===== src/sv/lpf_pkg.sv =====
// Shared types, codes and defaults for the IPv4 longest-prefix forwarder.
package lpf_pkg;

  localparam int unsigned RoutesDefault = 16;
  localparam int unsigned PortsDefault  = 16;

  // Input command codes.
  localparam logic CMD_ROUTE_WRITE = 1'b0;
  localparam logic CMD_PACKET      = 1'b1;

  // Index of the link-off register in the configuration space.
  localparam logic REG_LINK_OFF = 1'b0;

  typedef enum logic [2:0] {
    V_FORWARD   = 3'd0,
    V_NO_ROUTE  = 3'd1,
    V_LINK_OFF  = 3'd2,
    V_DEFAULT   = 3'd3,
    V_WRITTEN   = 3'd4
  } verdict_e;

  typedef enum logic [1:0] {
    ST_CLEAR,
    ST_IDLE,
    ST_SCAN,
    ST_RESOLVE
  } state_e;

  // One route table word.
  typedef struct packed {
    logic        valid;
    logic [31:0] network;
    logic [31:0] mask;
    logic [3:0]  port;
  } entry_t;

endpackage


===== src/sv/lpf_route_mem.sv =====
// Route table memory: one write port, one read port with registered read data.
module lpf_route_mem import lpf_pkg::*; #(
  parameter int unsigned Depth = RoutesDefault,
  parameter int unsigned AddrW = (Depth > 1) ? $clog2(Depth) : 1
) (
  input  logic             clk_i,
  input  logic             we_i,
  input  logic [AddrW-1:0] waddr_i,
  input  entry_t           wdata_i,
  input  logic             re_i,
  input  logic [AddrW-1:0] raddr_i,
  output entry_t           rdata_o
);

  entry_t mem_q [Depth];
  entry_t rdata_q;

  always_ff @(posedge clk_i) begin
    if (we_i) begin
      mem_q[waddr_i] <= wdata_i;
    end
    if (re_i) begin
      rdata_q <= mem_q[raddr_i];
    end
  end

  assign rdata_o = rdata_q;

endmodule


===== src/sv/ipv4_longest_prefix_forwarder_top.sv =====
// Static IPv4 forwarder with a longest-prefix-match route table held in memory.
//
// Requests enter on start/busy: a request is taken at a clock edge with start high
// and busy low. command_i selects a route write or a packet. Each request yields
// exactly one result, shown for one cycle with result_valid_o high; the receiver
// cannot stall it, and the block never holds a result back.
// Route writes and packets without a destination do not raise busy: the result
// appears in the next cycle, so they can be issued every cycle.
// A packet with a destination walks the table one entry per cycle through the
// memory read port in the scan state, then passes the resolve state; busy is high
// through both, so no new request is taken until the lookup has shown its result.
// Only one request is in flight, so a lookup never overlaps a table write.
// After reset the block clears the valid bit of every table entry, one per cycle,
// keeping busy high until the clear is done. Counters reset to zero, link-off to 0.
// The APB port holds the link-off bit at byte address 0; it may be written only
// while the block is idle.
module ipv4_longest_prefix_forwarder_top import lpf_pkg::*; #(
  parameter int unsigned ROUTES = RoutesDefault,
  parameter int unsigned PORTS  = PortsDefault
) (
  input  logic        clk_i,
  input  logic        rst_ni,
  // Request channel.
  input  logic        start,
  output logic        busy,
  input  logic        command_i,
  input  logic        has_destination_i,
  input  logic [31:0] destination_i,
  input  logic [3:0]  route_index_i,
  input  logic [31:0] route_network_i,
  input  logic [31:0] route_mask_i,
  input  logic [3:0]  route_port_i,
  input  logic        route_enable_i,
  // Result channel.
  output logic        result_valid_o,
  output logic [2:0]  verdict_o,
  output logic [3:0]  out_port_o,
  output logic [31:0] forwarded_total_o,
  output logic [31:0] dropped_total_o,
  // Configuration port.
  input  logic        psel,
  input  logic        penable,
  input  logic        pwrite,
  input  logic [2:0]  paddr,
  input  logic [31:0] pwdata,
  output logic [31:0] prdata,
  output logic        pready
);

  localparam int unsigned IdxW = (ROUTES > 1) ? $clog2(ROUTES) : 1;
  localparam int unsigned CntW = $clog2(ROUTES + 1);

  state_e          state_q, state_d;
  logic [CntW-1:0] cnt_q, cnt_d;
  logic [31:0]     dest_q, dest_d;
  logic            hit_q, hit_d;
  logic [31:0]     best_mask_q, best_mask_d;
  logic [3:0]      best_port_q, best_port_d;
  logic            link_off_q, link_off_d;
  logic [31:0]     fwd_cnt_q, fwd_cnt_d;
  logic [31:0]     drop_cnt_q, drop_cnt_d;
  logic            res_valid_q, res_valid_d;
  verdict_e        res_verdict_q, res_verdict_d;
  logic [3:0]      res_port_q, res_port_d;

  logic            mem_we;
  logic [IdxW-1:0] mem_waddr;
  entry_t          mem_wdata;
  logic            mem_re;
  logic [IdxW-1:0] mem_raddr;
  entry_t          mem_rdata;

  logic entry_hit;
  logic take;
  logic index_ok;
  logic port_ok;
  logic cfg_write;

  lpf_route_mem #(
    .Depth (ROUTES),
    .AddrW (IdxW)
  ) u_route_mem (
    .clk_i   (clk_i),
    .we_i    (mem_we),
    .waddr_i (mem_waddr),
    .wdata_i (mem_wdata),
    .re_i    (mem_re),
    .raddr_i (mem_raddr),
    .rdata_o (mem_rdata)
  );

  // An entry replaces the current best on an equal mask, so the higher index wins.
  assign entry_hit = mem_rdata.valid && ((dest_q & mem_rdata.mask) == mem_rdata.network);
  assign take      = entry_hit && (!hit_q || (mem_rdata.mask >= best_mask_q));
  assign index_ok  = 32'(route_index_i) < 32'(ROUTES);
  assign port_ok   = 32'(best_port_q) < 32'(PORTS);

  assign cfg_write  = psel && penable && pwrite;
  assign link_off_d = (cfg_write && (paddr[2] == REG_LINK_OFF)) ? pwdata[0] : link_off_q;

  always_comb begin
    state_d       = state_q;
    cnt_d         = cnt_q;
    dest_d        = dest_q;
    hit_d         = hit_q;
    best_mask_d   = best_mask_q;
    best_port_d   = best_port_q;
    fwd_cnt_d     = fwd_cnt_q;
    drop_cnt_d    = drop_cnt_q;
    res_valid_d   = 1'b0;
    res_verdict_d = res_verdict_q;
    res_port_d    = res_port_q;
    mem_we        = 1'b0;
    mem_waddr     = cnt_q[IdxW-1:0];
    mem_wdata     = '0;
    mem_re        = 1'b0;
    mem_raddr     = cnt_q[IdxW-1:0];

    case (state_q)
      ST_CLEAR: begin
        mem_we = 1'b1;
        if (cnt_q == CntW'(ROUTES - 1)) begin
          cnt_d   = '0;
          state_d = ST_IDLE;
        end else begin
          cnt_d = cnt_q + CntW'(1);
        end
      end
      ST_IDLE: begin
        if (start) begin
          if (command_i == CMD_ROUTE_WRITE) begin
            // Clearing a slot writes an invalid word; its other fields are never read.
            mem_we    = index_ok;
            mem_waddr = IdxW'(route_index_i);
            if (route_enable_i) begin
              mem_wdata = '{valid: 1'b1, network: route_network_i,
                            mask: route_mask_i, port: route_port_i};
            end
            res_valid_d   = 1'b1;
            res_verdict_d = V_WRITTEN;
            res_port_d    = '0;
          end else if (!has_destination_i) begin
            res_valid_d   = 1'b1;
            res_verdict_d = V_DEFAULT;
            res_port_d    = '0;
          end else begin
            dest_d      = destination_i;
            hit_d       = 1'b0;
            best_mask_d = '0;
            best_port_d = '0;
            mem_re      = 1'b1;
            mem_raddr   = '0;
            cnt_d       = CntW'(1);
            state_d     = ST_SCAN;
          end
        end
      end
      ST_SCAN: begin
        // cnt_q is one ahead of the entry whose read data is on hand.
        if (take) begin
          hit_d       = 1'b1;
          best_mask_d = mem_rdata.mask;
          best_port_d = mem_rdata.port;
        end
        if (cnt_q == CntW'(ROUTES)) begin
          cnt_d   = '0;
          state_d = ST_RESOLVE;
        end else begin
          mem_re = 1'b1;
          cnt_d  = cnt_q + CntW'(1);
        end
      end
      ST_RESOLVE: begin
        res_valid_d = 1'b1;
        res_port_d  = '0;
        if (link_off_q) begin
          res_verdict_d = V_LINK_OFF;
          drop_cnt_d    = drop_cnt_q + 32'd1;
        end else if (!hit_q || !port_ok) begin
          res_verdict_d = V_NO_ROUTE;
          drop_cnt_d    = drop_cnt_q + 32'd1;
        end else begin
          res_verdict_d = V_FORWARD;
          res_port_d    = best_port_q;
          fwd_cnt_d     = fwd_cnt_q + 32'd1;
        end
        state_d = ST_IDLE;
      end
      default: begin
        state_d = ST_IDLE;
      end
    endcase
  end

  always_ff @(posedge clk_i or negedge rst_ni) begin
    if (!rst_ni) begin
      state_q     <= ST_CLEAR;
      cnt_q       <= '0;
      link_off_q  <= 1'b0;
      fwd_cnt_q   <= '0;
      drop_cnt_q  <= '0;
      res_valid_q <= 1'b0;
      hit_q       <= 1'b0;
    end else begin
      state_q     <= state_d;
      cnt_q       <= cnt_d;
      link_off_q  <= link_off_d;
      fwd_cnt_q   <= fwd_cnt_d;
      drop_cnt_q  <= drop_cnt_d;
      res_valid_q <= res_valid_d;
      hit_q       <= hit_d;
    end
  end

  always_ff @(posedge clk_i) begin
    dest_q        <= dest_d;
    best_mask_q   <= best_mask_d;
    best_port_q   <= best_port_d;
    res_verdict_q <= res_verdict_d;
    res_port_q    <= res_port_d;
  end

  assign busy              = (state_q != ST_IDLE);
  assign result_valid_o    = res_valid_q;
  assign verdict_o         = res_verdict_q;
  assign out_port_o        = res_port_q;
  assign forwarded_total_o = fwd_cnt_q;
  assign dropped_total_o   = drop_cnt_q;

  assign pready = 1'b1;
  assign prdata = (paddr[2] == REG_LINK_OFF) ? {31'd0, link_off_q} : '0;

endmodule


===== config.mk =====
export PLATFORM = sky130hd
export DESIGN_NAME = ipv4_longest_prefix_forwarder_top
export DESIGN_NICKNAME = d
export VERILOG_FILES = /design/src/sv/lpf_pkg.sv /design/src/sv/lpf_route_mem.sv /design/src/sv/ipv4_longest_prefix_forwarder_top.sv
export SDC_FILE = /design/constraint.sdc
export NUM_CORES = 2
export LEC_CHECK = 0
export CAP_MARGIN = 20
export CORE_MARGIN = 5
export CORE_UTILIZATION = 68
export DETAILED_ROUTE_END_ITERATION = 10
export DONT_BUFFER_PORTS = 1
export PLACE_DENSITY = 0.82
export SYNTH_ARGS = -nofsm -noshare
export SYNTH_HDL_FRONTEND = slang
export SYNTH_SLANG_ARGS = --single-unit

===== constraint.sdc =====
create_clock -name clk_i -period 8.1 [get_ports clk_i]
set_input_delay 0 -clock clk_i [delete_from_list [all_inputs] [get_ports clk_i]]
set_output_delay 0 -clock clk_i [all_outputs]
set_load 0.1 [all_outputs]

# ---- Word level (Yosys, flattened, before mapping)
# Memories as Yosys holds them, arrays and structs flattened. A register that Yosys moved wholly into a read port is not among the register bits.
# Cells that the tools add are included.
dict set report word_totals {
  ff_bits 149
  mem_bits_rw 1104
  input_bits 148
  out_inout_bits 106
  word_cells 120
  n_memories 1
}
# memory words word_bits rd rd_ports_with_merged_regs write_ports line
set mem_list {}
lappend mem_list {u_route_mem.mem_q 16 69 1 1 1 lpf_route_mem.sv:15} ;# entry_t mem_q [Depth];
dict set report op_classes {
  add_sub_neg 3
  magnitude_cmp 1
  n_eq_ne 15
  mux 67
  bitwise 3
  reduce_logical 18
}
# cell n
set ops {}
lappend ops {{two-way mux 69 bit} 4}
lappend ops {{two-way mux 32 bit} 6}
lappend ops {{adder 32 x 1 -> 32 bit (second input constant)} 2}
lappend ops {{two-way mux 4 bit} 16}
lappend ops {{case mux 32 bit (2 select lines)} 1}
lappend ops {{AND 32 bit} 1}
lappend ops {{== test 32 bit} 1}
lappend ops {{>= comparator 32 bit} 1}
lappend ops {{two-way mux 5 bit} 5}
lappend ops {{two-way mux 1 bit} 17}
lappend ops {{case mux 4 bit (2 select lines)} 2}
lappend ops {{case mux 5 bit (3 select lines)} 1}
lappend ops {{two-way mux 2 bit} 6}
lappend ops {{!= test 2 bit (second input constant)} 6}
lappend ops {{AND reduction 5 bit} 2}
lappend ops {{two-way mux 3 bit} 3}
lappend ops {{case mux 1 bit (2 select lines)} 4}
lappend ops {{case mux 2 bit (4 select lines)} 1}
lappend ops {{AND reduction 4 bit} 2}
lappend ops {{case mux 3 bit (2 select lines)} 1}
lappend ops {{AND reduction 3 bit} 2}
lappend ops {{adder 5 x 1 -> 5 bit (second input constant)} 1}
lappend ops {{== test 5 x 4 -> 1 bit (second input constant)} 1}
lappend ops {{== test 5 bit (second input constant)} 1}
lappend ops {{other kinds (12)} 20}

# ---- Longest topological paths before layout
dict set report depth {
  ltp_word 6
  depth_mapped 13
  depth_no_buf 9
}

# ---- Modules after synthesis
# A second synthesis with hierarchy kept.
dict set report unflattened {
  cells_unflattened 2533
  hier_area_um2 51516.9
}
# module instances cells_per_inst area_per_inst_um2 seq_area_each_um2
set by_module_without_submodules {}
lappend by_module_without_submodules {lpf_route_mem 1 1776 43399.1 35223.8}
lappend by_module_without_submodules {ipv4_longest_prefix_forwarder_top 1 757 8117.8 4103.9}

# ---- Least setup slack after synthesis
# No wires, ideal clock.
dict set report synth_path {
  kind {register to register}
  startpoint {register state_q[1]}
  endpoint {memory u_route_mem.mem_q[12][0] (netlist bit), enable pin}
  setup_time_ns 0.497
  arrival_time_ns 4.427
  required_ns 7.603
  path_slack_ns 3.176
  path_stages_with_launch 9
  n_path_buf 2
  synth_period_minus_slack_ns 4.924
  path_cell_list {dfrtp_1 inv_1 ha_1 buf_2 nand2_1 nor2_1 clkbuf_1 a31oi_1 nor2_1}
}
dict set report synth_between {
  elab_chain_cells 4
  elab_cells_between_ends 6
  classes_between {1 x eq/ne; 4 x mux; 1 x reduce/logical}
}
# element line
set synth_lines {}
lappend synth_lines {{start: declaration} ipv4_longest_prefix_forwarder_top.sv:53} ;# state_e state_q, state_d;
lappend synth_lines {{start signal: assignment} ipv4_longest_prefix_forwarder_top.sv:205} ;# state_q <= state_d;
lappend synth_lines {{== test 2 x 1 -> 1 bit or zero test 2 bit (tied branches)} ipv4_longest_prefix_forwarder_top.sv:119} ;# case (state_q)
lappend synth_lines {{case mux 1 bit (2 select lines)} ipv4_longest_prefix_forwarder_top.sv:119}
lappend synth_lines {{two-way mux 1 bit} lpf_route_mem.sv:19} ;# if (we_i) begin
lappend synth_lines {{two-way mux 1 bit (implied by the code)} lpf_route_mem.sv:20} ;# mem_q[waddr_i] <= wdata_i;
lappend synth_lines {{end: declaration} lpf_route_mem.sv:15}
# Several ways; a longest one is shown, not always the timed one.

# ---- Worst setup path in the final report
dict set report layout_path {
  startpoint {register state_q[1]}
  endpoint {register u_route_mem.rdata_o[53] (netlist name)}
}
dict set report layout_between {
  elab_chain_cells 2
  elab_cells_between_ends 4
  classes_between {2 x eq/ne; 2 x mux}
}
# element line
set layout_lines {}
lappend layout_lines {{== test 2 bit or == test 2 x 1 -> 1 bit (tied branches)} ipv4_longest_prefix_forwarder_top.sv:119}
lappend layout_lines {{case mux 1 bit (2 select lines) or two-way mux 4 bit (tied branches)} ipv4_longest_prefix_forwarder_top.sv:119}
# Several ways; a longest one is shown, not always the timed one.
# A chain may end at the register's enable or synchronous reset.

==> flow_summary.toml <==
[power_and_ir_drop]
power.ir.vdd_worst_v = 0.0002651
finalPower_w = 0.01945
power.leakage_nw = 21.93
power-per-cell-area_nw_per_um2 = 322.7

[worst_hold_path]
worstHoldPathType = "in2reg"
min_to = "u_route_mem.mem_q[10][3]$_DFFE_PP_"
min_path_cells = 2
worst_min_path_start = "route_index_i[3]"

[cts]
tritoncts.num_buffers = 132
number_of_h_tree_branching_levels = 4
cts_root_buffer = "sky130_fd_sc_hd__clkbuf_16"
clk-insertion-delay-late_ns = 0.73
cts.sinks = 1322
cts.path.max_buffers = 3
cts_post_setup_buffers_inserted = 0
cts_tree = "yes"
clkSlewWorstSetupHoldPaths_ns = 0.06
count_of_cells_resized_by_post_cts_repair = 0

[die]
placeableCoreArea_um2 = 78870
die_x_um = 291.9
fp-row-count = 103
start_util_pct = 68.53
fp.dieH_um = 291.9
design.die.area_um2 = 85220
ios = 254

[grt]
grt_max_degree = 150
gr-usage-met2_pct = 52.33
global_route_wire_length_before_repair_um = 203300
initial_antenna_violation_count = 7
use_met1_pct = 41.52
grt_busiest_layer = "met2"
globalRoute.totalOverflow = 0
met3_usage_in_global_routing_pct = 6.351
grt_util_all_layers_pct = 31.69
vias_in_the_first_global_route = 33520

[setup_path]
endpoint_kind = "flop"
worstPathRequired_ns = 8.54
worst-r2r-cell-count = 10
critical_path.startpoint_type = "flop"
timing_worst_setup_path_type = "reg2reg"
critPathMaxFanout = 43
reg2reg_setup_slack_ns = 3.54
worst_r2r_endpoint = "u_route_mem.rdata_o[53]$_DFFE_PP_"
rr_startpoint = "state_q[1]$_DFFE_PN0P_"
worst_ep_arrival_time_ns = 5.00

[timing]
final_layout_worst_hold_slack_ns = 0.02668
min_period_ns = 4.563
tns_ns = 0
relSlewSlack_pct = 22.08
setup_viol_count_final = 0
final_critical_path_setup_slack_ns = 3.537
final_hold_viol_count = 0
achievable-frequency_ghz = 0.2191
slew_viol_final = 0
worstMarginPinSlew_ns = 1.166
grt_setup_unrepaired = "no"
fin_worst_skew_ns = 0.02973
fin_crit_sh_pct = 56.33

[routing]
dr.pass1.iters = 6
vias_per_cell = 6.808
drt-total-wl_um = 138100
drt_first_iter_violations = 4823
detailroute.via_count = 33240
wl_per_cell_um = 28.29
antenna_violating_nets_post_route = 0
detail_route.drc_violations = 0

[placement]
globalplace.congestion = 0.8648
placement.setup.worst_slack_ns = 3.675
post-dp-hpwl_um = 71860
buffers_added_on_ports = 0

[synth]
synth_edf_count = 1248
yosys_warnings = 0
post_synth_inst_count = 3617
asyncSetResetFlopFracSynth_pct = 5.598
synth_cell_type_count = 60
synth_ff_type = "sky130_fd_sc_hd__edfxtp_1"
synthesized_cell_area_um2 = 54050
synthesis.area_per_instance_um2 = 14.94
synth-seq-area-share_pct = 72.77
synth-seq-cells = 1322

[finish]
final_layout_size_suffix_gt1_share_pct = 10.61
mostFrequentLayoutCells = "sky130_fd_sc_hd__edfxtp_1 (1248), sky130_fd_sc_hd__nor2_1 (270), sky130_fd_sc_hd__nand2_1 (261)"
final_nets = 3918
layout_commonest_cell = "sky130_fd_sc_hd__edfxtp_1"
layout-area-overhead-vs-synth_pct = 11.53

[run_status]
run_status = "finished clean"

[job]
max_cap_viol_count = 0
==> critical path, stage by stage, from the launching register on <==
cell and delay [ns]:
sky130_fd_sc_hd__dfrtp_1 0.42, sky130_fd_sc_hd__inv_1 0.13, sky130_fd_sc_hd__ha_1 0.44, sky130_fd_sc_hd__nand4_4 0.31, sky130_fd_sc_hd__buf_4 0.46, sky130_fd_sc_hd__nand2_4 0.74, sky130_fd_sc_hd__buf_4 0.59, sky130_fd_sc_hd__buf_4 0.54
sky130_fd_sc_hd__mux2i_1 0.14, sky130_fd_sc_hd__o21ai_0 0.31, sky130_fd_sc_hd__o21ai_1 0.10
==> where the power goes <==
| group | switching, W | internal (W) |
|---|---|---|
| registers | 0.000703 | 0.00821 |
| clock network | 0.00251 | 0.00320 |
| logic | 0.00327 | 0.00157 |
==> Yosys cell counts (5+ instances only) <==
master / instances / share of area, %
sky130_fd_sc_hd__nor4_1: 5 / 0.058
sky130_fd_sc_hd__and2_1: 43 / 0.50
sky130_fd_sc_hd__o211ai_1: 70 / 0.97
sky130_fd_sc_hd__ha_1: 44 / 1.0
sky130_fd_sc_hd__a21oi_1: 153 / 1.4
sky130_fd_sc_hd__mux2_2: 141 / 2.9
sky130_fd_sc_hd__and3_1: 81 / 0.94
sky130_fd_sc_hd__mux2i_1: 208 / 3.9
sky130_fd_sc_hd__edfxtp_1: 1248 / 69
sky130_fd_sc_hd__o22ai_1: 71 / 0.82
sky130_fd_sc_hd__clkbuf_2: 6 / 0.056
sky130_fd_sc_hd__o221ai_1: 69 / 1.1
sky130_fd_sc_hd__buf_4: 49 / 0.68
sky130_fd_sc_hd__o2111ai_1: 71 / 1.2
sky130_fd_sc_hd__xnor2_1: 43 / 0.70
sky130_fd_sc_hd__nor3_1: 8 / 0.074
sky130_fd_sc_hd__clkbuf_1: 89 / 0.62
sky130_fd_sc_hd__inv_1: 53 / 0.37
sky130_fd_sc_hd__a31oi_1: 12 / 0.14
sky130_fd_sc_hd__xor2_1: 51 / 0.83
sky130_fd_sc_hd__o21ai_1: 128 / 1.2
sky130_fd_sc_hd__buf_6: 7 / 0.15
sky130_fd_sc_hd__nand4_1: 21 / 0.24
sky130_fd_sc_hd__buf_12: 11 / 0.41
sky130_fd_sc_hd__dfrtp_1: 74 / 3.4
sky130_fd_sc_hd__o21ai_0: 95 / 0.88
sky130_fd_sc_hd__nand3_1: 87 / 0.81
sky130_fd_sc_hd__nand2_1: 262 / 1.8
sky130_fd_sc_hd__buf_2: 82 / 0.76
sky130_fd_sc_hd__nor2_1: 288 / 2.0
==> flip-flops by register name, indices dropped and copies added, names as in the netlist <==
register             cells
dest_q                  32
link_off_q               1
u_route_mem.rdata_o     69
cnt_q                    5
u_route_mem.mem_q     1104
out_port_o               4
hit_q                    1
best_mask_q             32
forwarded_total_o       32
result_valid_o           1
dropped_total_o         32
best_port_q              4
verdict_o                3
state_q                  2
==> stage by stage <==
stage          instance area [um^2]  cells  utilization [%]
6_report                      60280   4882            76.43
5_1_grt                       60270   4879            76.42
4_1_cts                       60140   4871            76.25
3_5_place_dp                  54660   4493            69.30
3_3_place_gp                  54600   4490            69.22
2_1_floorplan                 54160   3647                -
==> kinds of logic (layout without fill, tap and decap cells) <==
group           count (synthesis)  after routing  share of synthesized area, %
xor+xnor                       94             94                         1.523
buf+inv                       302            481                         3.077
simple gates                  829            829                         7.033
compound gates                675            675                         7.779
fa+ha+maj                      44             44                         1.019
other cells                     2             38                       0.01390
flops                        1322           1322                         72.77
mux                           349            349                         6.790
==> what timing repair did <==
| item | 4_1_cts | 5_1_grt |
|---|---|---|
| endpoints found under the setup margin | 0 | 0 |
| hold buffers | 144 | 0 |
| hold endpoints to repair | 1271 | 0 |
==> how the worst max path moves through the flow <==
stage / from / end / depth (start not counted)
after floorplan: state_q[1]$_DFFE_PN0P_ / u_route_mem.mem_q[12][0]$_DFFE_PP_ / 8
after global placement: state_q[1]$_DFFE_PN0P_ / u_route_mem.rdata_o[48]$_DFFE_PP_ / 10
after detailed placement: state_q[1]$_DFFE_PN0P_ / u_route_mem.rdata_o[57]$_DFFE_PP_ / 10
after CTS: state_q[1]$_DFFE_PN0P_ / u_route_mem.rdata_o[47]$_DFFE_PP_ / 10
after global routing: state_q[1]$_DFFE_PN0P_ / u_route_mem.rdata_o[53]$_DFFE_PP_ / 10
final: state_q[1]$_DFFE_PN0P_ / u_route_mem.rdata_o[53]$_DFFE_PP_ / 10
==> final cells by class <==
cell class              instances  area (um^2)
flip-flops and latches       1322        39340
clock inverters                64        434.2
fillers                      4218        18590
multi-input cells            2023        13380
well taps                    1050         1314
diodes                          6        15.01
inverters                      55        209.0
clock buffers                 170         3551
repair buffers                192         2034
==> per-layer routing <==
| metal | share of wire, % | vias up |
|---|---|---|
| met1 | 35 | 16360 |
| met3 | 12 | 477 |
| li1 | - | 13940 |
| met2 | 49 | 2455 |
| met5 | 0.0087 | - |
| met4 | 4.6 | 2 |
(Power assumes the default switching activity.)
